--- src/assert_macros.svh ---
// ---------------------------------------------------------------------------
// Assertion macros
// Shared concurrent assertion forms for the terminal screen engine.
// ---------------------------------------------------------------------------
`ifndef ASSERT_MACROS_SVH
`define ASSERT_MACROS_SVH

// expression holds at every clock edge outside reset
`define TTS_ASSERT_ALWAYS(label, clk, rst_n, expr) \
	label: assert property (@(posedge clk) disable iff (!rst_n) (expr)) \
	else $error("invariant violated");

// consequent holds in the same cycle as the antecedent
`define TTS_ASSERT_IMPLY(label, clk, rst_n, ante, cons) \
	label: assert property (@(posedge clk) disable iff (!rst_n) (ante) |-> (cons)) \
	else $error("implication violated");

`endif

--- src/tts_pkg.sv ---
// ---------------------------------------------------------------------------
// tts_pkg
// Types, constants and helpers of the text terminal screen engine.
// ---------------------------------------------------------------------------
`default_nettype none
package tts_pkg;

	localparam int MAX_ROWS   = 64;
	localparam int MAX_COLS   = 128;
	localparam int HIST_LINES = 256;
	localparam int ROW_W      = $clog2(MAX_ROWS);
	localparam int COL_W      = $clog2(MAX_COLS);
	localparam int HIST_W     = $clog2(HIST_LINES);
	localparam int SCR_DEPTH  = MAX_ROWS * MAX_COLS;
	localparam int HIST_DEPTH = HIST_LINES * MAX_COLS;

	localparam int ACTION_W   = 2;
	localparam int BYTE_W     = 8;
	localparam int VROW_W     = 6;
	localparam int VCOL_W     = 7;
	localparam int DELTA_W    = 10;
	localparam int CCOL_W     = 8;
	localparam int VIEW_W     = 9;
	localparam int RROWS_W    = 7;
	localparam int RCOLS_W    = 8;
	localparam int PARAM_W    = 16;
	localparam int CFG_IDX_W  = 4;
	localparam int CFG_DATA_W = 8;

	localparam logic [ACTION_W-1:0] ACT_BYTE   = 2'd0;
	localparam logic [ACTION_W-1:0] ACT_READ   = 2'd1;
	localparam logic [ACTION_W-1:0] ACT_SCROLL = 2'd2;

	localparam logic [CFG_IDX_W-1:0] REG_ROWS = 4'd0;
	localparam logic [CFG_IDX_W-1:0] REG_COLS = 4'd1;

	localparam logic [7:0] CH_BLANK  = 8'h20;
	localparam logic [7:0] CH_ESC    = 8'h1b;
	localparam logic [7:0] CH_BEL    = 8'h07;
	localparam logic [7:0] CH_LF     = 8'h0a;
	localparam logic [7:0] CH_CR     = 8'h0d;
	localparam logic [7:0] CH_BS     = 8'h08;
	localparam logic [7:0] CH_DEL    = 8'h7f;
	localparam logic [7:0] CH_TAB    = 8'h09;
	localparam logic [7:0] CH_LBRACK = 8'h5b;
	localparam logic [7:0] CH_RBRACK = 8'h5d;
	localparam logic [7:0] CH_BSLASH = 8'h5c;
	localparam logic [7:0] CH_SEMI   = 8'h3b;
	localparam logic [7:0] CH_0      = 8'h30;
	localparam logic [7:0] CH_9      = 8'h39;
	localparam logic [7:0] FIN_H     = 8'h48;
	localparam logic [7:0] FIN_F     = 8'h66;
	localparam logic [7:0] FIN_A     = 8'h41;
	localparam logic [7:0] FIN_B     = 8'h42;
	localparam logic [7:0] FIN_C     = 8'h43;
	localparam logic [7:0] FIN_D     = 8'h44;
	localparam logic [7:0] FIN_J     = 8'h4a;
	localparam logic [7:0] FIN_K     = 8'h4b;

	typedef enum logic [3:0] {
		CMD_NOP,
		CMD_PRINT,
		CMD_LF,
		CMD_CR,
		CMD_BS,
		CMD_TAB,
		CMD_CSI,
		CMD_READ,
		CMD_SCROLL
	} cmd_kind_t;

	typedef struct packed {
		cmd_kind_t                  kind;
		logic [BYTE_W-1:0]          ch;
		logic [PARAM_W-1:0]         p1;
		logic [PARAM_W-1:0]         p2;
		logic [VROW_W-1:0]          vrow;
		logic [VCOL_W-1:0]          vcol;
		logic signed [DELTA_W-1:0]  delta;
	} cmd_t;

	function automatic logic [RROWS_W-1:0] eff_rows(input logic [RROWS_W-1:0] raw);
		logic [RROWS_W-1:0] r;
		r = raw;
		if (raw == '0) r = RROWS_W'(1);
		else if (raw > RROWS_W'(MAX_ROWS)) r = RROWS_W'(MAX_ROWS);
		return r;
	endfunction

	function automatic logic [RCOLS_W-1:0] eff_cols(input logic [RCOLS_W-1:0] raw);
		logic [RCOLS_W-1:0] c;
		c = raw;
		if (raw == '0) c = RCOLS_W'(1);
		else if (raw > RCOLS_W'(MAX_COLS)) c = RCOLS_W'(MAX_COLS);
		return c;
	endfunction

endpackage
`default_nettype wire

--- src/tts_queue.sv ---
// ---------------------------------------------------------------------------
// tts_queue
// Two-entry command queue between the parser front and the screen back.
// ---------------------------------------------------------------------------
`default_nettype none
module tts_queue import tts_pkg::*; (
	input  wire logic  clk,
	input  wire logic  arst_n,
	input  wire logic  push,
	input  wire cmd_t  push_cmd,
	output logic       full,
	input  wire logic  pop,
	output cmd_t       head,
	output logic       not_empty
);
	localparam int DEPTH = 2;
	localparam int PTR_W = $clog2(DEPTH);

	cmd_t                  mem_q [DEPTH];
	logic [PTR_W-1:0]      wr_q, rd_q;
	logic [PTR_W:0]        cnt_q;

	assign full      = cnt_q == (PTR_W+1)'(DEPTH);
	assign not_empty = cnt_q != '0;
	assign head      = mem_q[rd_q];

	always_ff @(posedge clk) begin
		if (push) begin
			mem_q[wr_q] <= push_cmd;
		end
	end

	always_ff @(posedge clk or negedge arst_n) begin
		if (!arst_n) begin
			wr_q  <= '0;
			rd_q  <= '0;
			cnt_q <= '0;
		end else begin
			if (push) wr_q <= wr_q + PTR_W'(1);
			if (pop) rd_q <= rd_q + PTR_W'(1);
			if (push && !pop) cnt_q <= cnt_q + (PTR_W+1)'(1);
			else if (pop && !push) cnt_q <= cnt_q - (PTR_W+1)'(1);
		end
	end
endmodule
`default_nettype wire

--- config.mk ---
export PLATFORM = sky130hd
export DESIGN_NAME = tts_queue
export DESIGN_NICKNAME = d
export VERILOG_FILES = /design/src/assert_macros.svh /design/src/tts_pkg.sv /design/src/tts_queue.sv
export SDC_FILE = /design/constraint.sdc
export NUM_CORES = 1
export LEC_CHECK = 0
export ABC_CLOCK_PERIOD_IN_PS = 5450
export BUFFER_PORTS_ARGS = -buffer_cell sky130_fd_sc_hd__buf_2
export CAP_MARGIN = 20
export CORE_ASPECT_RATIO = 1.1
export CORE_MARGIN = 2
export CORE_UTILIZATION = 40
export DETAILED_ROUTE_END_ITERATION = 16
export PLACE_DENSITY_LB_ADDON = 0.25
export SLEW_MARGIN = 5
export SYNTH_ARGS = -nofsm -noshare
export SYNTH_HDL_FRONTEND = slang
export SYNTH_SLANG_ARGS = --single-unit
--- constraint.sdc ---
create_clock -name clk -period 5.45 [get_ports clk]
set_input_delay 0.2725 -clock clk [delete_from_list [all_inputs] [get_ports clk]]
set_output_delay 0.2725 -clock clk [all_outputs]
set_load 0.005 [all_outputs]
=== After elaboration in Yosys (flattened, before gate mapping) ===
Memory sizes are Yosys's and may differ from the RTL's.
Cells that the tools add are included.

* Flip-flop bits (word level): 4
* Memory bits (writable): 134
* Bits of input ports: 71
* Word-level logic and storage cells: 19
* Memories: 1

{| class="wikitable"
|+ Memories
! name !! depth !! bits a word !! rd ports !! clocked after memory_dff !! wr ports !! RTL line !! text
|-
| mem_q || 2 || 67 || 1 || 0 || 1 || tts_queue.sv:19 || <nowiki>cmd_t mem_q [DEPTH];</nowiki>
|}

* $add $sub $neg: 4
* Equality and inequality tests: 1
* Mux-type cells: 4
* Reductions and logical operators: 6

{| class="wikitable"
|+ Operators by type and width
! kind !! number
|-
| $mux 2 || 2
|-
| $reduce_bool 2->1 || 2
|-
| $add 1x1->1 const B || 2
|-
| $add 2x1->2 const B || 1
|-
| $eq 2x2->1 const B || 1
|-
| $logic_and 1x1->1 || 2
|-
| $logic_not 1->1 || 2
|-
| $mux 1 || 2
|-
| $sub 2x1->2 const B || 1
|}

=== Depth between registers and ports, before layout ===
* Depth after elaboration: 4
* Mapped depth: 5

=== Worst setup path before layout ===
OpenSTA, ideal clock, no wires.

* Path type: register to register
* Start point: reg wr_q
* End point: mem mem_q[0][0] (netlist bit) (enable)
* Setup time: 500 ps
* Data arrival time: 3,379 ps
* Required time: 4,950 ps
* Slack: 1,571 ps
* Stages on the path, launching flop included: 2
* Period minus slack after synthesis: 3,879 ps
* Path through: dfrtp_1 > nor2b_1

{| class="wikitable"
|+ RTL lines
! what !! RTL line !! text
|-
| start: declaration || tts_queue.sv:20 || <nowiki>logic [PTR_W-1:0] wr_q, rd_q;</nowiki>
|-
| start signal: assignment || tts_queue.sv:39 || <nowiki>if (push) wr_q <= wr_q + PTR_W'(1);</nowiki>
|-
| end: declaration || tts_queue.sv:19 ||
|}

Straight into the memory's write port.

==> flow_summary_export.csv <==
group,metric,value,unit
cts,numCtsBuffers,17,
run,maxCapViolations,0,
worst_setup_path,worstPathMaxFanout,68,
synthesis,yosys_warnings,0,
cts,clkTransAtPathRegs,50,ps
finish,final_cell_mix,"buf_2 (139), edfxtp_1 (134), mux2_2 (47)",
grt,grtUsageMet1,15.1,%
synthesis,synth_seq_cells,138,
sta,tightest_slew,1070,ps
cts,h-tree-depth,4,
cts,cts_tree,"built",
place,dp_hpwl,5230,um
cts,clock_latency,400,ps
synthesis,synth_nets,297,
worst_setup_path,end_kind,"output port",
worst_setup_path,cpPeakStageDelay,1060,ps
sta,drv_slew,0,
finish,finish.utilization,51.7,%
sta,period_needed,2410,ps
synthesis,avgSynthCellArea,22.7,um^2
grt,grt_antenna_before_repair,0,
finish,num-nets-final,449,
worst_setup_path,critical_path_class,"reg2out",
finish,drive_above_1_share,60.9,%
finish,num_antenna_cells,0,
cts,ctsResizeCount,0,
sta,final.setup.tns,0,ps
worst_setup_path,crit_slowest_cell,"dfrtp_4",
synthesis,yosysUniqueCellTypes,15,
floorplanning,start_util,40.8,%
pwr,power_leakage,2.52,nW
finish,fin_cells,546,
floorplanning,core.rowCount,43,
cts,holdBufCountCts,1,
grt,grt_max_degree,69,
grt,grtUsageMet2,22.1,%
routing,drtPass1Iterations,4,
grt,grt_pass1_vias,2701,
hold_path,worstHoldStart,"push_cmd[0]",
synthesis,yosys.area.top_type_share,78.7,%
outcome,outcome,"finished, final reports clean",
pwr,p_per_area,512,nW/um^2
grt,grt_pass1_wl,13300,um
cts,cts_root_buf,"clkbuf_16",
routing,ant_nets,0,
routing,drt_iter0_drc,118,
sta,fin_crit_sh,44.2,%
synthesis,synth_area,5110,um^2
worst_setup_path,crit_arrival,2130,ps
synthesis,ys_seq_area_share,80.6,%
worst_setup_path,ff2ff_path_depth,2,
place,portBuffers,139,
sta,slew_headroom,28.9,%
hold_path,hp-class,"in2reg",
sta,maxClockFrequency,415,MHz
floorplanning,io_pins,140,
floorplanning,die_h,123,um
hold_path,hold_end,"mem_q[1][0]",
routing,vias,2563,
worst_setup_path,path_cells,"mux2_2 > buf_2",
finish,syn_to_final_growth,26.8,%
synthesis,syn_inst,225,
worst_setup_path,required,5180,ps
place,placed_cells,514,
cts,cts.sinks,138,
routing,post_drt_wl_per_cell,15.8,um
worst_setup_path,reg2reg_to,"mem_q[0][14]",
hold_path,hold_depth,1,
synthesis,yosysTopAreaCell,"edfxtp_1",
pwr,vdd_drop_max,0.000276,V
worst_setup_path,regToRegStartpoint,"wr_q",
cts,clk_path_buf_depth,2,
sta,setup_viol,0,
sta,final-hold-violation-count,0,
worst_setup_path,critPathLaunchType,"flop",
floorplanning,core_area,12500,um^2
grt,met3_usage,3.80,%
grt,overflow,0,
worst_setup_path,r2r_slack,3790,ps
place,gp_congestion,0.694,
grt,gr-usage-all-layers,12.9,%
finish,layout_commonest_cell,"buf_2",
finish,final.fill_count,1073,
cts,post-cts-setup-buffer-count,0,
synthesis,synthTopCellsByArea,"edfxtp_1 (79%), mux2_2 (10%), mux2_4 (5.9%)",
routing,drc,0,
floorplanning,dieArea,13700,um^2
routing,viasPerCell,4.69,
routing,routed_wl,8650,um
floorplanning,die_w,112,um
sta,clock_skew,6.72,ps
sta,rsz0062_at_grt,"false",
grt,grt-busiest-layer,"met2",
[worst max path at each step]
stage	startpoint	to	cells past startpoint
2_1_floorplan	wr_q	mem_q[0][0]	1
3_3_place_gp	rd_q	head[9]	2
3_5_place_dp	rd_q	head[9]	2
4_1_cts	rd_q	head[9]	2
5_1_grt	rd_q	head[13]	2
6_report	rd_q	head[42]	2
[critical path, delay by kind of cell (launching register included)]
kind | cells | cell delay, ps
muxes | 1 | 430
buffers and inverters | 1 | 130
DFF | 1 | 1060
[Yosys cell counts]
master    count
or2_2         1
mux2_2       47
edfxtp_1    134
dfrtp_1       4
nor2b_1       2
nor2_1        1
mux2_4       20
inv_1         1
and2_1        1
xnor2_1       1
ha_1          1
buf_8         2
buf_2         4
xor2_1        4
buf_6         2
[metal layers]
metal | routed length, um | part of all wire (%) | up-vias
li1 | - | - | 1192
met1 | 3550 | 41 | 1267
met2 | 4450 | 51 | 95
met3 | 538 | 6.2 | 9
met4 | 108 | 1.2 | 0
met5 | 0 | 0 | -
[report_power, final]
part | total, mW | internal, mW | switching [mW]
combinational | 0.735 | 0.446 | 0.289
sequential | 1.58 | 1.41 | 0.163
clock | 1.01 | 0.620 | 0.391
total | 3.32 | 2.48 | 0.843
[logic make-up after synthesis]
group | share of synthesized area (%)
simple gates | 0.563
fa+ha+maj | 0.245
mux | 16.2
buf+inv | 1.49
xor+xnor | 0.856
flops | 80.6
[metrics by stage]
| step | hold slack [ps] | instance area, um^2 | total power, mW | worst slack (ps) |
|---|---|---|---|---|
| 4_1_cts | 39.8 | 6490 | 3.38 | 3020 |
| 6_report | 57.9 | 6490 | 3.32 | 3040 |
| 2_1_floorplan | -23.1 | 5110 | 2.06 | 1570 |
| 3_5_place_dp | 85.7 | 5960 | 2.36 | 3470 |
| 5_1_grt | 39.6 | 6490 | 3.50 | 2950 |
| 3_3_place_gp | 83.9 | 5960 | 2.34 | 3470 |
[state kept, by name, summed over array words and instances, names as in the netlist]
name / flops
cnt_q: 2
mem_q: 134
rd_q: 1
wr_q: 1
[final cells by class]
cell class	instances	area, um^2	area share (%)
clock buffers	22	444	6.85
well taps	157	196	3.03
flip-flops and latches	138	4130	63.6
multi-input cells	78	925	14.3
clock inverters	9	76.3	1.18
repair buffers	141	713	11.0
inverters	1	3.75	0.0579
Power figures use the tool's default switching activity.
