## config.mk

```make
export PLATFORM = sky130hd
export DESIGN_NAME = tts_front_flat
export DESIGN_NICKNAME = d
export VERILOG_FILES = /design/src/assert_macros.svh /design/src/tts_pkg.sv /design/src/tts_if.sv /design/src/tts_front.sv /design/src/flat_wrapper.sv
export SDC_FILE = /design/constraint.sdc
export NUM_CORES = 1
export LEC_CHECK = 0
export BUFFER_PORTS_ARGS = -buffer_cell sky130_fd_sc_hd__buf_2
export CORE_UTILIZATION = 47
export DETAILED_ROUTE_END_ITERATION = 6
export PLACE_DENSITY_LB_ADDON = 0.05
export SETUP_SLACK_MARGIN = 0.1
export SLEW_MARGIN = 20
export SYNTH_ARGS = -nofsm -noshare
export SYNTH_HDL_FRONTEND = slang
export SYNTH_SLANG_ARGS = --single-unit
```

## constraint.sdc

```tcl
create_clock -name clk -period 12.6 [get_ports clk]
set_input_delay 0.63 -clock clk [delete_from_list [all_inputs] [get_ports clk]]
set_output_delay 0.63 -clock clk [all_outputs]
set_load 0.005 [all_outputs]
```

## src/assert_macros.svh

```systemverilog
// ---------------------------------------------------------------------------
// Assertion macros
// Shared concurrent assertion forms for the terminal screen engine.
// ---------------------------------------------------------------------------
`ifndef ASSERT_MACROS_SVH
`define ASSERT_MACROS_SVH

// expression holds at every clock edge outside reset
`define TTS_ASSERT_ALWAYS(label, clk, rst_n, expr) \
	label: assert property (@(posedge clk) disable iff (!rst_n) (expr)) \
	else $error("invariant violated");

// consequent holds in the same cycle as the antecedent
`define TTS_ASSERT_IMPLY(label, clk, rst_n, ante, cons) \
	label: assert property (@(posedge clk) disable iff (!rst_n) (ante) |-> (cons)) \
	else $error("implication violated");

`endif

```

## src/tts_pkg.sv

```systemverilog
// ---------------------------------------------------------------------------
// tts_pkg
// Types, constants and helpers of the text terminal screen engine.
// ---------------------------------------------------------------------------
`default_nettype none
package tts_pkg;

	localparam int MAX_ROWS   = 64;
	localparam int MAX_COLS   = 128;
	localparam int HIST_LINES = 256;
	localparam int ROW_W      = $clog2(MAX_ROWS);
	localparam int COL_W      = $clog2(MAX_COLS);
	localparam int HIST_W     = $clog2(HIST_LINES);
	localparam int SCR_DEPTH  = MAX_ROWS * MAX_COLS;
	localparam int HIST_DEPTH = HIST_LINES * MAX_COLS;

	localparam int ACTION_W   = 2;
	localparam int BYTE_W     = 8;
	localparam int VROW_W     = 6;
	localparam int VCOL_W     = 7;
	localparam int DELTA_W    = 10;
	localparam int CCOL_W     = 8;
	localparam int VIEW_W     = 9;
	localparam int RROWS_W    = 7;
	localparam int RCOLS_W    = 8;
	localparam int PARAM_W    = 16;
	localparam int CFG_IDX_W  = 4;
	localparam int CFG_DATA_W = 8;

	localparam logic [ACTION_W-1:0] ACT_BYTE   = 2'd0;
	localparam logic [ACTION_W-1:0] ACT_READ   = 2'd1;
	localparam logic [ACTION_W-1:0] ACT_SCROLL = 2'd2;

	localparam logic [CFG_IDX_W-1:0] REG_ROWS = 4'd0;
	localparam logic [CFG_IDX_W-1:0] REG_COLS = 4'd1;

	localparam logic [7:0] CH_BLANK  = 8'h20;
	localparam logic [7:0] CH_ESC    = 8'h1b;
	localparam logic [7:0] CH_BEL    = 8'h07;
	localparam logic [7:0] CH_LF     = 8'h0a;
	localparam logic [7:0] CH_CR     = 8'h0d;
	localparam logic [7:0] CH_BS     = 8'h08;
	localparam logic [7:0] CH_DEL    = 8'h7f;
	localparam logic [7:0] CH_TAB    = 8'h09;
	localparam logic [7:0] CH_LBRACK = 8'h5b;
	localparam logic [7:0] CH_RBRACK = 8'h5d;
	localparam logic [7:0] CH_BSLASH = 8'h5c;
	localparam logic [7:0] CH_SEMI   = 8'h3b;
	localparam logic [7:0] CH_0      = 8'h30;
	localparam logic [7:0] CH_9      = 8'h39;
	localparam logic [7:0] FIN_H     = 8'h48;
	localparam logic [7:0] FIN_F     = 8'h66;
	localparam logic [7:0] FIN_A     = 8'h41;
	localparam logic [7:0] FIN_B     = 8'h42;
	localparam logic [7:0] FIN_C     = 8'h43;
	localparam logic [7:0] FIN_D     = 8'h44;
	localparam logic [7:0] FIN_J     = 8'h4a;
	localparam logic [7:0] FIN_K     = 8'h4b;

	typedef enum logic [3:0] {
		CMD_NOP,
		CMD_PRINT,
		CMD_LF,
		CMD_CR,
		CMD_BS,
		CMD_TAB,
		CMD_CSI,
		CMD_READ,
		CMD_SCROLL
	} cmd_kind_t;

	typedef struct packed {
		cmd_kind_t                  kind;
		logic [BYTE_W-1:0]          ch;
		logic [PARAM_W-1:0]         p1;
		logic [PARAM_W-1:0]         p2;
		logic [VROW_W-1:0]          vrow;
		logic [VCOL_W-1:0]          vcol;
		logic signed [DELTA_W-1:0]  delta;
	} cmd_t;

	function automatic logic [RROWS_W-1:0] eff_rows(input logic [RROWS_W-1:0] raw);
		logic [RROWS_W-1:0] r;
		r = raw;
		if (raw == '0) r = RROWS_W'(1);
		else if (raw > RROWS_W'(MAX_ROWS)) r = RROWS_W'(MAX_ROWS);
		return r;
	endfunction

	function automatic logic [RCOLS_W-1:0] eff_cols(input logic [RCOLS_W-1:0] raw);
		logic [RCOLS_W-1:0] c;
		c = raw;
		if (raw == '0) c = RCOLS_W'(1);
		else if (raw > RCOLS_W'(MAX_COLS)) c = RCOLS_W'(MAX_COLS);
		return c;
	endfunction

endpackage
`default_nettype wire

```

## src/tts_if.sv

```systemverilog
// ---------------------------------------------------------------------------
// tts_if
// Channel interfaces: input items, result items and register writes.
// ---------------------------------------------------------------------------
`default_nettype none
interface tts_item_if import tts_pkg::*; ();
	logic                       valid;
	logic                       ready;
	logic [ACTION_W-1:0]        action;
	logic [BYTE_W-1:0]          data_byte;
	logic [VROW_W-1:0]          view_row;
	logic [VCOL_W-1:0]          view_col;
	logic signed [DELTA_W-1:0]  scroll_delta;

	modport source (output valid, action, data_byte, view_row, view_col, scroll_delta,
		input ready);
	modport sink (input valid, action, data_byte, view_row, view_col, scroll_delta,
		output ready);
endinterface

`default_nettype wire

```

## src/tts_front.sv

```systemverilog
// ---------------------------------------------------------------------------
// tts_front
// Accepts input words, runs the escape parser and classifies each word
// into one command for the back end.
// ---------------------------------------------------------------------------
`default_nettype none
module tts_front import tts_pkg::*; (
	input  wire logic  clk,
	input  wire logic  arst_n,
	tts_item_if.sink   item,
	output logic       push,
	output cmd_t       push_cmd,
	input  wire logic  full
);
	typedef enum logic [2:0] {
		M_GROUND,
		M_ESC,
		M_CSI,
		M_OSC,
		M_OSC_ESC
	} mode_t;

	mode_t               mode_q, mode_d;
	logic [PARAM_W-1:0]  p1_q, p1_d, p2_q, p2_d;
	logic [2:0]          slot_q, slot_d;
	logic [PARAM_W-1:0]  p_sel;
	logic [19:0]         acc;
	logic [PARAM_W-1:0]  acc_sat;
	logic [BYTE_W-1:0]   c;

	assign item.ready = !full;
	assign push       = item.valid && !full;
	assign c          = item.data_byte;

	always_comb begin
		p_sel   = (slot_q == 3'd0) ? p1_q : p2_q;
		acc     = 20'(p_sel) * 20'd10 + 20'(c - CH_0);
		acc_sat = (acc > 20'hffff) ? 16'hffff : acc[PARAM_W-1:0];
	end

	always_comb begin
		mode_d         = mode_q;
		p1_d           = p1_q;
		p2_d           = p2_q;
		slot_d         = slot_q;
		push_cmd.kind  = CMD_NOP;
		push_cmd.ch    = c;
		push_cmd.p1    = p1_q;
		push_cmd.p2    = p2_q;
		push_cmd.vrow  = item.view_row;
		push_cmd.vcol  = item.view_col;
		push_cmd.delta = item.scroll_delta;
		unique case (item.action)
			ACT_BYTE: begin
				unique case (mode_q)
					M_ESC: begin
						if (c == CH_LBRACK) begin
							mode_d = M_CSI;
							p1_d   = '0;
							p2_d   = '0;
							slot_d = '0;
						end else if (c == CH_RBRACK) begin
							mode_d = M_OSC;
						end else begin
							mode_d = M_GROUND;
						end
					end
					M_CSI: begin
						if (c >= CH_0 && c <= CH_9) begin
							if (slot_q == 3'd0) p1_d = acc_sat;
							else if (slot_q == 3'd1) p2_d = acc_sat;
						end else if (c == CH_SEMI) begin
							if (slot_q != 3'd7) slot_d = slot_q + 3'd1;
						end else begin
							mode_d        = M_GROUND;
							push_cmd.kind = CMD_CSI;
						end
					end
					M_OSC: begin
						if (c == CH_BEL) mode_d = M_GROUND;
						else if (c == CH_ESC) mode_d = M_OSC_ESC;
					end
					M_OSC_ESC: begin
						if (c == CH_BSLASH || c == CH_BEL) mode_d = M_GROUND;
						else if (c != CH_ESC) mode_d = M_OSC;
					end
					default: begin
						priority if (c == CH_ESC) mode_d = M_ESC;
						else if (c == CH_LF) push_cmd.kind = CMD_LF;
						else if (c == CH_CR) push_cmd.kind = CMD_CR;
						else if (c == CH_BS || c == CH_DEL) push_cmd.kind = CMD_BS;
						else if (c == CH_TAB) push_cmd.kind = CMD_TAB;
						else if (c >= CH_BLANK) push_cmd.kind = CMD_PRINT;
						else push_cmd.kind = CMD_NOP;
					end
				endcase
			end
			ACT_READ:   push_cmd.kind = CMD_READ;
			ACT_SCROLL: push_cmd.kind = CMD_SCROLL;
			default:    push_cmd.kind = CMD_NOP;
		endcase
	end

	always_ff @(posedge clk or negedge arst_n) begin
		if (!arst_n) begin
			mode_q <= M_GROUND;
			p1_q   <= '0;
			p2_q   <= '0;
			slot_q <= '0;
		end else if (push) begin
			mode_q <= mode_d;
			p1_q   <= p1_d;
			p2_q   <= p2_d;
			slot_q <= slot_d;
		end
	end
endmodule
`default_nettype wire

```

## src/flat_wrapper.sv

```systemverilog
// flat-port wrapper written by rule: the top's interface ports become plain ports
module tts_front_flat import tts_pkg::*;
  (clk, arst_n, push, push_cmd, full, item_valid, item_action, item_data_byte, item_view_row, item_view_col, item_scroll_delta, item_ready);
  tts_item_if item_i ();
  input  wire logic clk;
  input  wire logic arst_n;
  output logic push;
  output cmd_t push_cmd;
  input  wire logic full;
  input wire logic [$bits(item_i.valid)-1:0] item_valid;
  input wire logic [$bits(item_i.action)-1:0] item_action;
  input wire logic [$bits(item_i.data_byte)-1:0] item_data_byte;
  input wire logic [$bits(item_i.view_row)-1:0] item_view_row;
  input wire logic [$bits(item_i.view_col)-1:0] item_view_col;
  input wire logic [$bits(item_i.scroll_delta)-1:0] item_scroll_delta;
  output wire logic [$bits(item_i.ready)-1:0] item_ready;
  assign item_i.valid = item_valid;
  assign item_i.action = item_action;
  assign item_i.data_byte = item_data_byte;
  assign item_i.view_row = item_view_row;
  assign item_i.view_col = item_view_col;
  assign item_i.scroll_delta = item_scroll_delta;
  assign item_ready = item_i.ready;
  tts_front u_core (.clk(clk), .arst_n(arst_n), .item(item_i), .push(push), .push_cmd(push_cmd), .full(full));
endmodule
```

## Word-level counts from Yosys, hierarchy flattened

Cells that the tools add are included.
W data, S select, Z words.

| word-level totals | value |
|---|---|
| register bits after elaboration | 38 |
| word-level logic and storage cells | 92 |
| input bits | 37 |
| output and inout port bits | 69 |

| operators by class | value |
|---|---|
| reduce and logical (&&, ||, !) cells | 14 |
| equal/unequal tests | 31 |
| mux-type cells | 35 |
| order comparisons | 4 |
| add/sub/neg operators | 3 |
| $mul | 1 |

Operators by type and width:

| kind | count |
|---|---|
| $mux W16 | 8 |
| $pmux W16 S2 | 2 |
| $mux W3 | 13 |
| $eq A8 B4 Y1 const B | 4 |
| $eq A8 B7 Y1 const B | 4 |
| $mux W4 | 6 |
| $reduce_and A7 Y1 | 3 |
| $add A20 B20 Y20 | 1 |
| $gt A20 B16 Y1 const B | 1 |
| $mul A16 B3 Y19 const B | 1 |
| $ge A8 B6 Y1 const B | 2 |
| $ne A2 B1 Y1 const B | 6 |
| $pmux W3 S4 | 1 |
| $pmux W4 S3 | 1 |
| $sub A8 B6 Y9 const B | 1 |
| $eq A8 B3 Y1 const B | 1 |
| $eq A8 B5 Y1 const B | 1 |
| $eq A8 B6 Y1 const B | 1 |
| $le A8 B6 Y1 const B | 1 |
| $ne A8 B5 Y1 const B | 1 |
| $pmux W4 S2 | 1 |
| $eq A3 B1 Y1 const B | 2 |
| $eq A3 B2 Y1 const B | 2 |
| $ne A2 B2 Y1 const B | 3 |
| other kinds (18) | 21 |

## Longest topological paths before layout

Gate-level depths: netlist (run 1).

| logic depth | value |
|---|---|
| word-level depth | 10 |
| mapped depth | 28 |
| depth with buffers taken out | 25 |

## Worst setup path before layout (run 1)

Ideal clock, no wire load.

| timing path | value |
|---|---|
| kind | reg2reg |
| start | register u_core.slot_q[0] |
| end | register u_core.p1_q[0] |
| cell stages (with the launch flop) | 29 |
| path buffers | 3 |
| data arrival time | 5.967 ns |
| setup slack | 6.501 ns |
| required time | 12.467 ns |
| setup time | 0.133 ns |
| period minus slack after synthesis | 6.099 ns |
| cell sequence | dfrtp_1 -> inv_1 -> ha_1 -> nand2b_1 -> clkbuf_1 -> clkbuf_1 -> mux2_2 -> ha_1 -> ha_1 -> inv_1 -> fa_1 -> nor2b_1 -> o21ai_0 -> a21boi_0 -> o21ai_0 -> a21o_1 -> o21ai_0 -> a21oi_1 -> xnor2_1 -> ha_1 -> nand4_1 -> o22ai_1 -> a211oi_2 -> nand4_1 -> and4_1 -> or3_4 -> a2111oi_4 -> buf_6 -> a31oi_1 |

| between the ends | value |
|---|---|
| longest elaborated chain between the ends | 9 |
| elaborated cells between the ends (all ways) | 11 |

Ends and longest elaborated chain:

| item | line | source |
|---|---|---|
| start, declared | tts_front.sv:25 | `logic [2:0] slot_q, slot_d;` |
| start signal, assigned | tts_front.sv:114 | `slot_q <= slot_d;` |
| $logic_not A3 Y1 * | tts_front.sv:36, tts_front.sv:70 |  |
| $mux W16 | tts_front.sv:36 | `p_sel = (slot_q == 3'd0) ? p1_q : p2_q;` |
| $mul A16 B3 Y19 | tts_front.sv:37 | `acc = 20'(p_sel) * 20'd10 + 20'(c - CH_0);` |
| $add A20 B20 Y20 | tts_front.sv:37 |  |
| $gt A20 B16 Y1 | tts_front.sv:38 | `acc_sat = (acc > 20'hffff) ? 16'hffff : acc[PARAM_W-1:0];` |
| $mux W16 | tts_front.sv:38 |  |
| $mux W16 | tts_front.sv:70 | `if (slot_q == 3'd0) p1_d = acc_sat;` |
| $mux W16 | tts_front.sv:69 | `if (c >= CH_0 && c <= CH_9) begin` |
| $pmux W16 S2 | tts_front.sv:55 | `unique case (mode_q)` |
| end signal, assigned | tts_front.sv:112 | `p1_q <= p1_d;` |
| end, declared | tts_front.sv:24 | `logic [PARAM_W-1:0] p1_q, p1_d, p2_q, p2_d;` |

Mark *: on every way between the ends. The rest lies on a longest branch, timed or not. The select of a mux whose other input is x is not followed.
A chain may end at the register's enable or synchronous reset.

## Final worst setup path (run 1)

| timing path | value |
|---|---|
| start | register u_core.slot_q[0] |
| end | register u_core.p2_q[2] |

| between the ends | value |
|---|---|
| longest elaborated chain between the ends | 10 |
| elaborated cells between the ends (all ways) | 14 |

Ends and longest elaborated chain:

| item | line | source |
|---|---|---|
| $logic_not A3 Y1 | tts_front.sv:36, tts_front.sv:70 |  |
| $mux W16 | tts_front.sv:36 |  |
| $mul A16 B3 Y19 | tts_front.sv:37 |  |
| $add A20 B20 Y20 | tts_front.sv:37 |  |
| $gt A20 B16 Y1 | tts_front.sv:38 |  |
| $mux W16 | tts_front.sv:38 |  |
| $mux W16 | tts_front.sv:71 | `else if (slot_q == 3'd1) p2_d = acc_sat;` |
| $mux W16 | tts_front.sv:70 |  |
| $mux W16 | tts_front.sv:69 |  |
| $pmux W16 S2 | tts_front.sv:55 |  |
| end signal, assigned | tts_front.sv:113 | `p2_q <= p2_d;` |
| end, declared | tts_front.sv:24 |  |

Parallel ways exist; a longest one is shown, timed or not. The select of a mux whose other input is x is not followed.

==> impl_metrics.tcl, run 1 <==
set metrics [dict create \
    p_leak_nw 2.17 \
    switching_share_pct 52.7 \
    cp.required_ns 12.75 \
    cts-resized-gates 0 \
    power.share.clock_pct 6.8 \
    crit_end "u_core.p2_q[2]" \
    grt_pass1_vias 3388 \
    grt_max_degree 39 \
    pre_cts_slack_ns 5.87 \
    worstSetupPathType "register to register" \
    cts_hold_buf 0 \
    intPower_mw 0.550 \
    met1_length_um 5430 \
    postRouteAntennaNets 0 \
    power_per_cell_area_nw_per_um2 262 \
    core_um2 8720 \
    slew_violations 0 \
    synthTopCellsByArea "dfrtp_1, ha_1, o21ai_0, buf_4, a21oi_1" \
    grt.total_usage_pct 22.3 \
    peakVddDrop_v 0.000133 \
    clock_latency_ns 0.29 \
    arrival_ns 6.91 \
    vias 3720 \
    fmax_ghz 0.148 \
    die_x_um 96.9 \
    p_sw_mw 0.613 \
    reg2reg_setup_slack_ns 5.84 \
    skew_ns 0.00265 \
    seq_area_um2 951 \
    seq_area_frac_synth_pct 22.5 \
    fillers 840 \
    cp_slowest_stage_delay_ns 0.70 \
    drc 0 \
    clock_sinks 38 \
    avgViaCountPerCell 5.90 \
    cp_top_family "compound AO/OA/AOI/OAI gates" \
    cts_made_buffers 5 \
    multi_input_area_um2 2880 \
    totalWireLength_um 10200 \
    synthDistinctLibCells 48 \
    nets 618 \
    cp_num_buf_inv 3 \
    wl_met2_um 4180 \
    initial_core_util_pct 48.5 \
    htree_num_levels 2 \
    layout-drive-gt1-share_pct 17.8 \
    ys_warn_count 0 \
    r2r-start "u_core.slot_q[0]" \
    fin_crit_sh_pct 53.7 \
    clk_pin_slew_worst_paths_ns 0.07 \
    tightest_slew_ns 1.01 \
    cts_setup_buffers 0 \
    r2r_cells 26 \
    cts_tree "built" \
    syn_avg_cell_area_um2 8.39 \
    placementRows 34 \
    setup_violations 0 \
    wl_per_cell_um 16.2 \
    port-buffer-count 59 \
    wl_met3_um 510 \
    synth_cells 504 \
    startpoint "u_core.slot_q[0]" \
    synthArstFlopShare_pct 100 \
    die_area_um2 9380 \
    die_y_um 96.9 \
    cp_common_cell "ha_1" \
    setup_tns_ns 0 \
    synth-edff-count 0 \
    pin_count 106 \
    cts_root_buffer "clkbuf_8" \
    period_minus_slack_ns 6.76 \
    drt_iter0_markers 155 \
    layout_setup_ws_ns 5.84 \
    hold-worst-slack_ns 0.434 \
    yosysTopAreaCellShare_pct 22.5 \
    gr-total-overflow 0 \
    final_cell_mix "buf_2, ha_1, o21ai_0" \
    hold_viol 0 \
    cp_slowest_cell "nand2b_1" \
    antenna_cells 0 \
    cp-end-kind "register" \
    path_depth 26 \
    pwr-share-comb_pct 74.6 \
    stdcell_count 631 \
    status "finished clean" \
    final_common_cell "buf_2" \
    maxCapViolations 0 \
    synth-main-ff-cell "dfrtp_1" \
    place.gp.congestion 0.856 \
    placed_cells_incl_taps 624 \
    syn-num-nets 599 \
    synth-seq-cells 38 \
    cts.path.max_buffers 2 \
    power_frac_seq_pct 18.6 \
    synth_area_um2 4230 \
    yosysTopAreaCell "dfrtp_1" \
    slew_headroom_pct 32.9 \
    routed.top_layer "met4" \
    dr.pass1.iters 5 \
    worst_setup_path_start_kind "register" \
    grt_setup_unrepaired "no" \
    grt_antenna_before_repair 0 \
    hp-class "input pin to async pin" \
    grt_pass1_wl_um 17200 \
    reg2reg_to "u_core.p2_q[2]" \
    area_growth_syn_to_layout_pct 5.06 \
    cp_max_fo 32 \
    dp_hpwl_um 7950 \
]
-- stage by stage --
| stage | util (%) | total power [mW] | cell area, um2 |
|---|---|---|---|
| after floorplan | - | 0.862 | 4230 |
| after global placement | 49.9 | 1.07 | 4350 |
| after detailed placement | 49.9 | 1.08 | 4350 |
| after CTS | 50.8 | 1.16 | 4430 |
| after global routing | 50.9 | 1.27 | 4440 |
| final | 50.9 | 1.16 | 4440 |
-- power groups by stage --
stage / sequential, mW / combinational, mW / clock [mW]
2_1_floorplan: 0.209 / 0.653 / 0
3_3_place_gp: 0.217 / 0.852 / 0
3_5_place_dp: 0.217 / 0.859 / 0
4_1_cts: 0.215 / 0.862 / 0.0809
5_1_grt: 0.223 / 0.967 / 0.0851
6_report: 0.216 / 0.868 / 0.0793
-- worst register-to-register path, cell delays in order, from the launching register on --
cell and delay (ns):
dfrtp_1 0.41, inv_1 0.06, ha_1 0.20, nand2b_1 0.70, mux2_2 0.47, ha_1 0.29, ha_1 0.20, inv_1 0.06
fa_1 0.40, nor2b_1 0.12, o21ai_0 0.10, a21boi_0 0.23, o21ai_0 0.15, a21o_1 0.22, o21ai_0 0.15, a21oi_1 0.10
xnor2_1 0.24, ha_1 0.31, nand4_1 0.14, o22ai_1 0.12, a211oi_2 0.27, nand4_1 0.14, and4_1 0.23, or3_4 0.37
a2111oi_4 0.39, buf_4 0.39, a31oi_1 0.15
-- state kept, by name (all words and copies together), names as in the netlist --
register and flops:
u_core.mode_q 3, u_core.p1_q 16, u_core.p2_q 16, u_core.slot_q 3
-- Yosys cell counts, drive strengths merged, types with 3 or more instances --
cell     count
a21oi       45
ha          56
o21ai       57
inv         25
a2111oi      5
mux2        19
nand2       27
o21bai       6
dfrtp       38
clkbuf      14
nand2b       6
or3          4
o211ai       4
nor3         8
xor2        14
xnor2       17
nor4         3
a211oi       6
nand4        6
nand3       11
a21o         7
buf         34
nor2        28
nor2b       11
and4b        3
o21a         4
a31oi       29
-- worst min-delay path by stage --
stage | endpoint | slack [ns]
floorplan | u_core.mode_q[0] | 0.33
global placement | u_core.slot_q[1] | 0.50
detailed placement | u_core.slot_q[1] | 0.51
CTS | u_core.p2_q[14] | 0.47
global route | u_core.p2_q[13] | 0.52
finish | u_core.p2_q[14] | 0.43
-- routing by layer --
metal / track usage, % / up-vias
met5: 0 / -
met4: 5.63 / 0
met3: 2.53 / 18
met2: 31.5 / 109
met1: 35.3 / 1738
li1: - / 1855
-- cell families (layout without fill, tap and decap cells) --
kind of cell    count (synthesis)  count (layout)  share of synthesized area (%)
compound gates                173             173                           25.4
buf+inv                        73              92                           9.76
mux                            19              19                           5.06
simple gates                  112             112                           13.3
flops                          38              38                           22.5
fa+ha+maj                      58              58                           17.5
xor+xnor                       31              31                           6.42
-- cell type report --
| class | count | share of cell area [%] |
|---|---|---|
| timing repair buffer | 60 | 6.81 |
| tap | 108 | 3.04 |
| sequential | 38 | 21.4 |
| clock buffer | 7 | 1.72 |
| inverter | 25 | 2.11 |
| multi-input combinational | 393 | 64.9 |
No activity file was read; power rests on OpenSTA's default activity.
==> run 2: changes to the inputs <==
Settings changed: ABC_AREA set to 1.
Clock period 12.6 ns to 6.87 ns, I/O delays scaled along.
==> run 2 against run 1 <==
Design area rose by 10%. Sequential share of layout area fell by 2.0 points. Combinational power shrank 90%. Register-to-register slack worse by 4.1 ns. Wire length is 20% higher. Count of clock-buffer cells in the layout is 1 lower. Sequential cell count unchanged. Critical endpoint is now u_core.p1_q[10]. Non-clock buffer count up 1. Worst hold slack worse by 0.28 ns. Critical path type unchanged. Maximum frequency up 31%.
==> impl_metrics.tcl, run 2 <==
set metrics [dict create \
    nets 830 \
    synthTopCellsByCount "nand2_1, inv_1, nand3_1" \
    cts_made_buffers 5 \
    die_area_um2 10300 \
    htree_num_levels 2 \
    synth_top_family_by_area "simple AND/OR/NAND/NOR gates" \
    hold_viol 0 \
    totalWireLength_um 12300 \
    cp_max_fo 19 \
    slew_violations 0 \
    vias 4528 \
    power_frac_seq_pct 47.5 \
    grt_antenna_before_repair 0 \
    fmax_ghz 0.194 \
    syn-num-nets 806 \
    placementRows 35 \
    synth_xor_area_share_pct 4.88 \
    layout-drive-gt1-share_pct 13.7 \
    cts.path.max_buffers 2 \
    cp-end-kind "register" \
    synth-edff-count 0 \
    setup_tns_ns 0 \
    layout_setup_ws_ns 1.71 \
    p_leak_nw 2.92 \
    area_growth_syn_to_layout_pct 5.26 \
    yosys.area_share.simple_pct 36.7 \
    wl_per_cell_um 14.2 \
    dr.pass1.iters 5 \
    ys_warn_count 0 \
    skew_ns 0.00816 \
    arrival_ns 5.35 \
    synth-seq-cells 38 \
    maxCapViolations 0 \
    die_x_um 102 \
    synth.area.mux_share_pct 0 \
    synthAdderAreaFrac_pct 15.9 \
    met1_length_um 5300 \
    startpoint "u_core.slot_q[0]" \
    yosysMostFrequentCell "nand2_1" \
    antenna_cells 0 \
    cp_slowest_stage_delay_ns 0.43 \
    die_y_um 102 \
    fillers 1019 \
    setup_violations 0 \
    initial_core_util_pct 49.5 \
    cts_root_buffer "clkbuf_8" \
    cts_tree "built" \
    pwr-share-comb_pct 18.0 \
    cp_slowest_cell "o21ai_0" \
    fin_crit_sh_pct 75.1 \
    pre_cts_slack_ns 1.70 \
    synth-main-ff-cell "dfrtp_1" \
    synthTopCellsByArea "dfrtp_1, nand2_1, ha_1, nand3_1, inv_1" \
    worstSetupPathType "register to register" \
    dp_hpwl_um 9600 \
    core_um2 9420 \
    grt_pass1_wl_um 19800 \
    seq_area_frac_synth_pct 20.4 \
    status "finished clean" \
    cts_hold_buf 0 \
    reg2reg_to "u_core.p1_q[10]" \
    cts_setup_buffers 0 \
    wl_met3_um 445 \
    peakVddDrop_v 0.0000855 \
    grt.total_usage_pct 24.6 \
    clock_latency_ns 0.29 \
    hp-class "input pin to async pin" \
    cts-resized-gates 0 \
    synthDistinctLibCells 42 \
    gr-total-overflow 0 \
    tightest_slew_ns 0.870 \
    cp_common_cell "nand2_1" \
    pin_count 106 \
    switching_share_pct 29.9 \
    power.share.clock_pct 34.5 \
    r2r-start "u_core.slot_q[0]" \
    slew_headroom_pct 42.0 \
    yosysTopAreaCell "dfrtp_1" \
    power_per_cell_area_nw_per_um2 96.8 \
    synth_cells 711 \
    yosysTopAreaCellShare_pct 20.4 \
    period_minus_slack_ns 5.16 \
    avgViaCountPerCell 5.23 \
    place.gp.congestion 0.842 \
    reg2reg_setup_slack_ns 1.71 \
    cp.required_ns 7.06 \
    clk_pin_slew_worst_paths_ns 0.08 \
    final_common_cell "nand2_1" \
    largestRegisters "u_core.p1_q: 16 flops, u_core.p2_q: 16 flops" \
    syn_avg_cell_area_um2 6.56 \
    grt_max_degree 41 \
    routed.top_layer "met4" \
    synthArstFlopShare_pct 100 \
    clock_sinks 38 \
    postRouteAntennaNets 0 \
    synth_area_um2 4660 \
    p_sw_mw 0.142 \
    r2r_cells 27 \
    intPower_mw 0.333 \
    drc 0 \
    final_cell_mix "nand2_1, inv_1, nand3_1" \
    grt_setup_unrepaired "no" \
    grt_pass1_vias 4216 \
    drt_iter0_markers 239 \
    wl_met2_um 6170 \
    worst_setup_path_start_kind "register" \
    synth_compound_area_share_pct 8.43 \
    port-buffer-count 59 \
]
## run 2: worst max-delay path: cells and delay by family, from the launching register on
family	cells	cell delay (ns)
xor gates and xnor gates	1	0.13
and+or+nand+nor	11	1.42
DFF	1	0.42
AOI/OAI and AO/OA	7	1.51
buffers and inverters	3	0.24
adders and majority gates	5	1.31
## run 2: through the flow
stage	util [%]	instance area [um2]	cells	total power, mW	hold WS (ns)
6_report	52.1	4910	865	0.475	0.156
5_1_grt	52.1	4910	865	0.499	0.219
4_1_cts	52.1	4910	865	0.477	0.179
3_5_place_dp	51.1	4810	857	0.316	0.488
3_3_place_gp	51.1	4810	857	0.316	0.488
2_1_floorplan	-	4660	711	0.299	0.0479
## run 2: cell families after synthesis
family | after synthesis
simple gates | 394
xor+xnor | 26
buf+inv | 129
fa+ha+maj | 58
compound gates | 66
flops | 38
## run 2: worst max-delay path by stage
stage | end | slack, ns | depth (start not counted)
2_1_floorplan | u_core.p1_q[0] | 2.35 | 31
3_3_place_gp | u_core.p1_q[10] | 1.76 | 27
3_5_place_dp | u_core.p1_q[10] | 1.70 | 27
4_1_cts | u_core.p1_q[10] | 1.65 | 27
5_1_grt | u_core.p2_q[4] | 1.07 | 27
6_report | u_core.p1_q[10] | 1.71 | 27
## run 2: power by group through the flow
stage | logic (mW) | clock network (mW) | registers (mW)
after global placement | 0.0856 | 0 | 0.230
final | 0.0854 | 0.164 | 0.226
after global routing | 0.0961 | 0.177 | 0.226
after CTS | 0.0863 | 0.165 | 0.226
after detailed placement | 0.0859 | 0 | 0.230
after floorplan | 0.0687 | 0 | 0.230
## run 2: layout make-up
type | instances | area (um2) | area share [%]
inverters | 85 | 319 | 6.50
repair buffers | 61 | 310 | 6.32
multi-input cells | 544 | 3070 | 62.6
flip-flops and latches | 38 | 951 | 19.4
well taps | 129 | 161 | 3.29
clock inverters | 2 | 12.5 | 0.255
clock buffers | 6 | 82.6 | 1.68
## run 2: layer usage
layer | up-vias | GRT usage (%)
li1 | 2308 | -
met1 | 2078 | 29.9
met2 | 118 | 44.0
met3 | 24 | 3.24
met4 | 0 | 9.03
met5 | - | 0
==> run 3: changes to the inputs <==
Settings changed: ABC_AREA 1 to 0.
Clock period 6.87 ns to 4.2 ns, I/O delays scaled along.
==> run 3 against run 2 <==
The flow now finishes with violations (negative setup slack). Largest power group is now combinational cells. Worst hold slack got worse by 0.14 ns. Critical path depth rose by 1. Non-clock buffer count rose by 117. Critical endpoint is now u_core.p1_q[11]. Clock power grew 78%. Design area rose by 13%. Clock skew is 0.0061 ns lower. Power increased to 10 times the previous value. Sequential cell count is the same. Via count shrank 7.0%. Count of clock-buffer cells in the layout is 2 higher. Worst setup slack got worse by 3.0 ns. First-iteration DRC count is 31% lower.
==> impl_metrics.tcl, run 3 (synthesis gave the netlist of run 1 again) <==
set metrics [dict create \
    place.gp.congestion 0.901 \
    cp_slowest_stage_delay_ns 0.39 \
    wl_per_cell_um 16.1 \
    initial_core_util_pct 48.5 \
    power_per_cell_area_nw_per_um2 900 \
    p_leak_nw 2.81 \
    totalWireLength_um 12000 \
    final_cell_mix "buf_4, buf_2, ha_1" \
    cp_slowest_cell "dfrtp_1" \
    worstSetupPathType "register to register" \
    grt_setup_unrepaired "yes" \
    slew_headroom_pct 42.4 \
    power_frac_seq_pct 12.6 \
    cp_common_cell "ha_4" \
    grt_pass1_wl_um 19800 \
    die_area_um2 9380 \
    switching_share_pct 44.9 \
    drc 0 \
    layout_setup_ws_ns -1.24 \
    fillers 789 \
    setup_violations 32 \
    cts_tree "built" \
    maxCapViolations 0 \
    placementRows 34 \
    tightest_slew_ns 0.857 \
    slew_violations 0 \
    die_x_um 96.9 \
    cp.required_ns 4.37 \
    failed_checks "negative setup slack" \
    largestRegisters "u_core.p1_q: 16 flops, u_core.p2_q: 16 flops" \
    drt_iter0_markers 166 \
    hp-class "input pin to async pin" \
    intPower_mw 2.75 \
    area_growth_syn_to_layout_pct 30.9 \
    layout-drive-gt1-share_pct 36.0 \
    p_sw_mw 2.24 \
    postRouteAntennaNets 0 \
    gr-total-overflow 0 \
    dp_hpwl_um 9150 \
    grt_pass1_vias 4018 \
    cts_root_buffer "clkbuf_8" \
    peakVddDrop_v 0.000741 \
    cts_made_buffers 5 \
    skew_ns 0.00204 \
    grt_antenna_before_repair 0 \
    pre_cts_slack_ns -1.24 \
    arrival_ns 5.61 \
    vias 4211 \
    grt.total_usage_pct 25.9 \
    final_common_cell "buf_4" \
    pin_count 106 \
    pwr-share-comb_pct 81.6 \
    avgViaCountPerCell 5.61 \
    grt_max_degree 39 \
    core_um2 8720 \
    dr.pass1.iters 5 \
    cts_hold_buf 0 \
    fin_crit_sh_pct 130 \
    clock_sinks 38 \
    antenna_cells 0 \
    cp-end-kind "register" \
    power.share.clock_pct 5.9 \
    htree_num_levels 2 \
    port-buffer-count 59 \
    fmax_ghz 0.184 \
    cts.path.max_buffers 2 \
    cp_max_fo 8 \
    period_minus_slack_ns 5.44 \
    status "finished, violations left" \
    hold-worst-slack_ns 0.0149 \
    hold_viol 0 \
    clk_pin_slew_worst_paths_ns 0.07 \
    worst_setup_path_start_kind "register" \
    die_y_um 96.9 \
    clock_latency_ns 0.29 \
    nets 736 \
]
run 3: worst paths after layout:
kind / cells past startpoint / from / endpoint / slack [ns]
min in group clk: 4 / item_data_byte[7] / u_core.mode_q[1] / 0.39
max in group asynchronous: 1 / arst_n / u_core.slot_q[0] / 3.66
worst min-delay path: 1 / arst_n / u_core.p1_q[13] / 0.01
worst max-delay path: 28 / u_core.slot_q[0] / u_core.p1_q[11] / -1.24
worst min register to register: 3 / u_core.slot_q[1] / u_core.slot_q[1] / 0.61
worst max register to register: 28 / u_core.slot_q[0] / u_core.p1_q[11] / -1.24
run 3: metal layers:
metal,vias up,global-route usage (%),wire length [um]
met3,16,3.25,651
met5,-,0,0
met4,0,7.12,137
li1,2090,-,-
met1,1970,38.8,6000
met2,135,38.9,5250
run 3: final cells by class:
class	count	area (um2)	share of cell area, %
repair buffers	178	1280	23.1
multi-input cells	393	2970	53.6
well taps	108	135	2.44
inverters	25	93.8	1.69
clock buffers	8	110	1.99
flip-flops and latches	38	951	17.2
run 3: power groups by stage:
stage	combinational (mW)	sequential (mW)	clock [mW]
after global placement	3.53	0.622	0
final	4.07	0.627	0.292
after detailed placement	3.59	0.628	0
after global routing	4.42	0.645	0.312
after floorplan	1.99	0.628	0
after CTS	3.93	0.622	0.296
run 3: worst max-delay path: cells and delay by family, from the launching register on:
family	cells	cell delay, ns
AO/OA/AOI/OAI	9	1.44
XOR/XNOR	1	0.25
adder cells (fa/ha/maj)	5	1.18
buffers and inverters	7	0.81
flip-flops	1	0.39
multiplexers	1	0.32
AND/OR/NAND/NOR	5	0.90
run 3: per-stage QoR:
stage / TNS (ns) / util, % / power (mW) / std cells / cell area [um2]
2_1_floorplan: -32.09 / - / 2.62 / 504 / 4300
6_report: -37.80 / 63.5 / 4.98 / 750 / 5540
4_1_cts: -37.39 / 62.6 / 4.85 / 746 / 5460
3_3_place_gp: -34.48 / 59.5 / 4.15 / 728 / 5180
3_5_place_dp: -38.84 / 59.5 / 4.22 / 728 / 5180
5_1_grt: -47.18 / 63.5 / 5.37 / 750 / 5540
run 3: timing repair:
item                       4_1_cts  5_1_grt
buffers inserted                 8        3
pin swaps                       13       10
setup endpoints to repair       32       32
cloned                           2        1
resized for setup               11        7
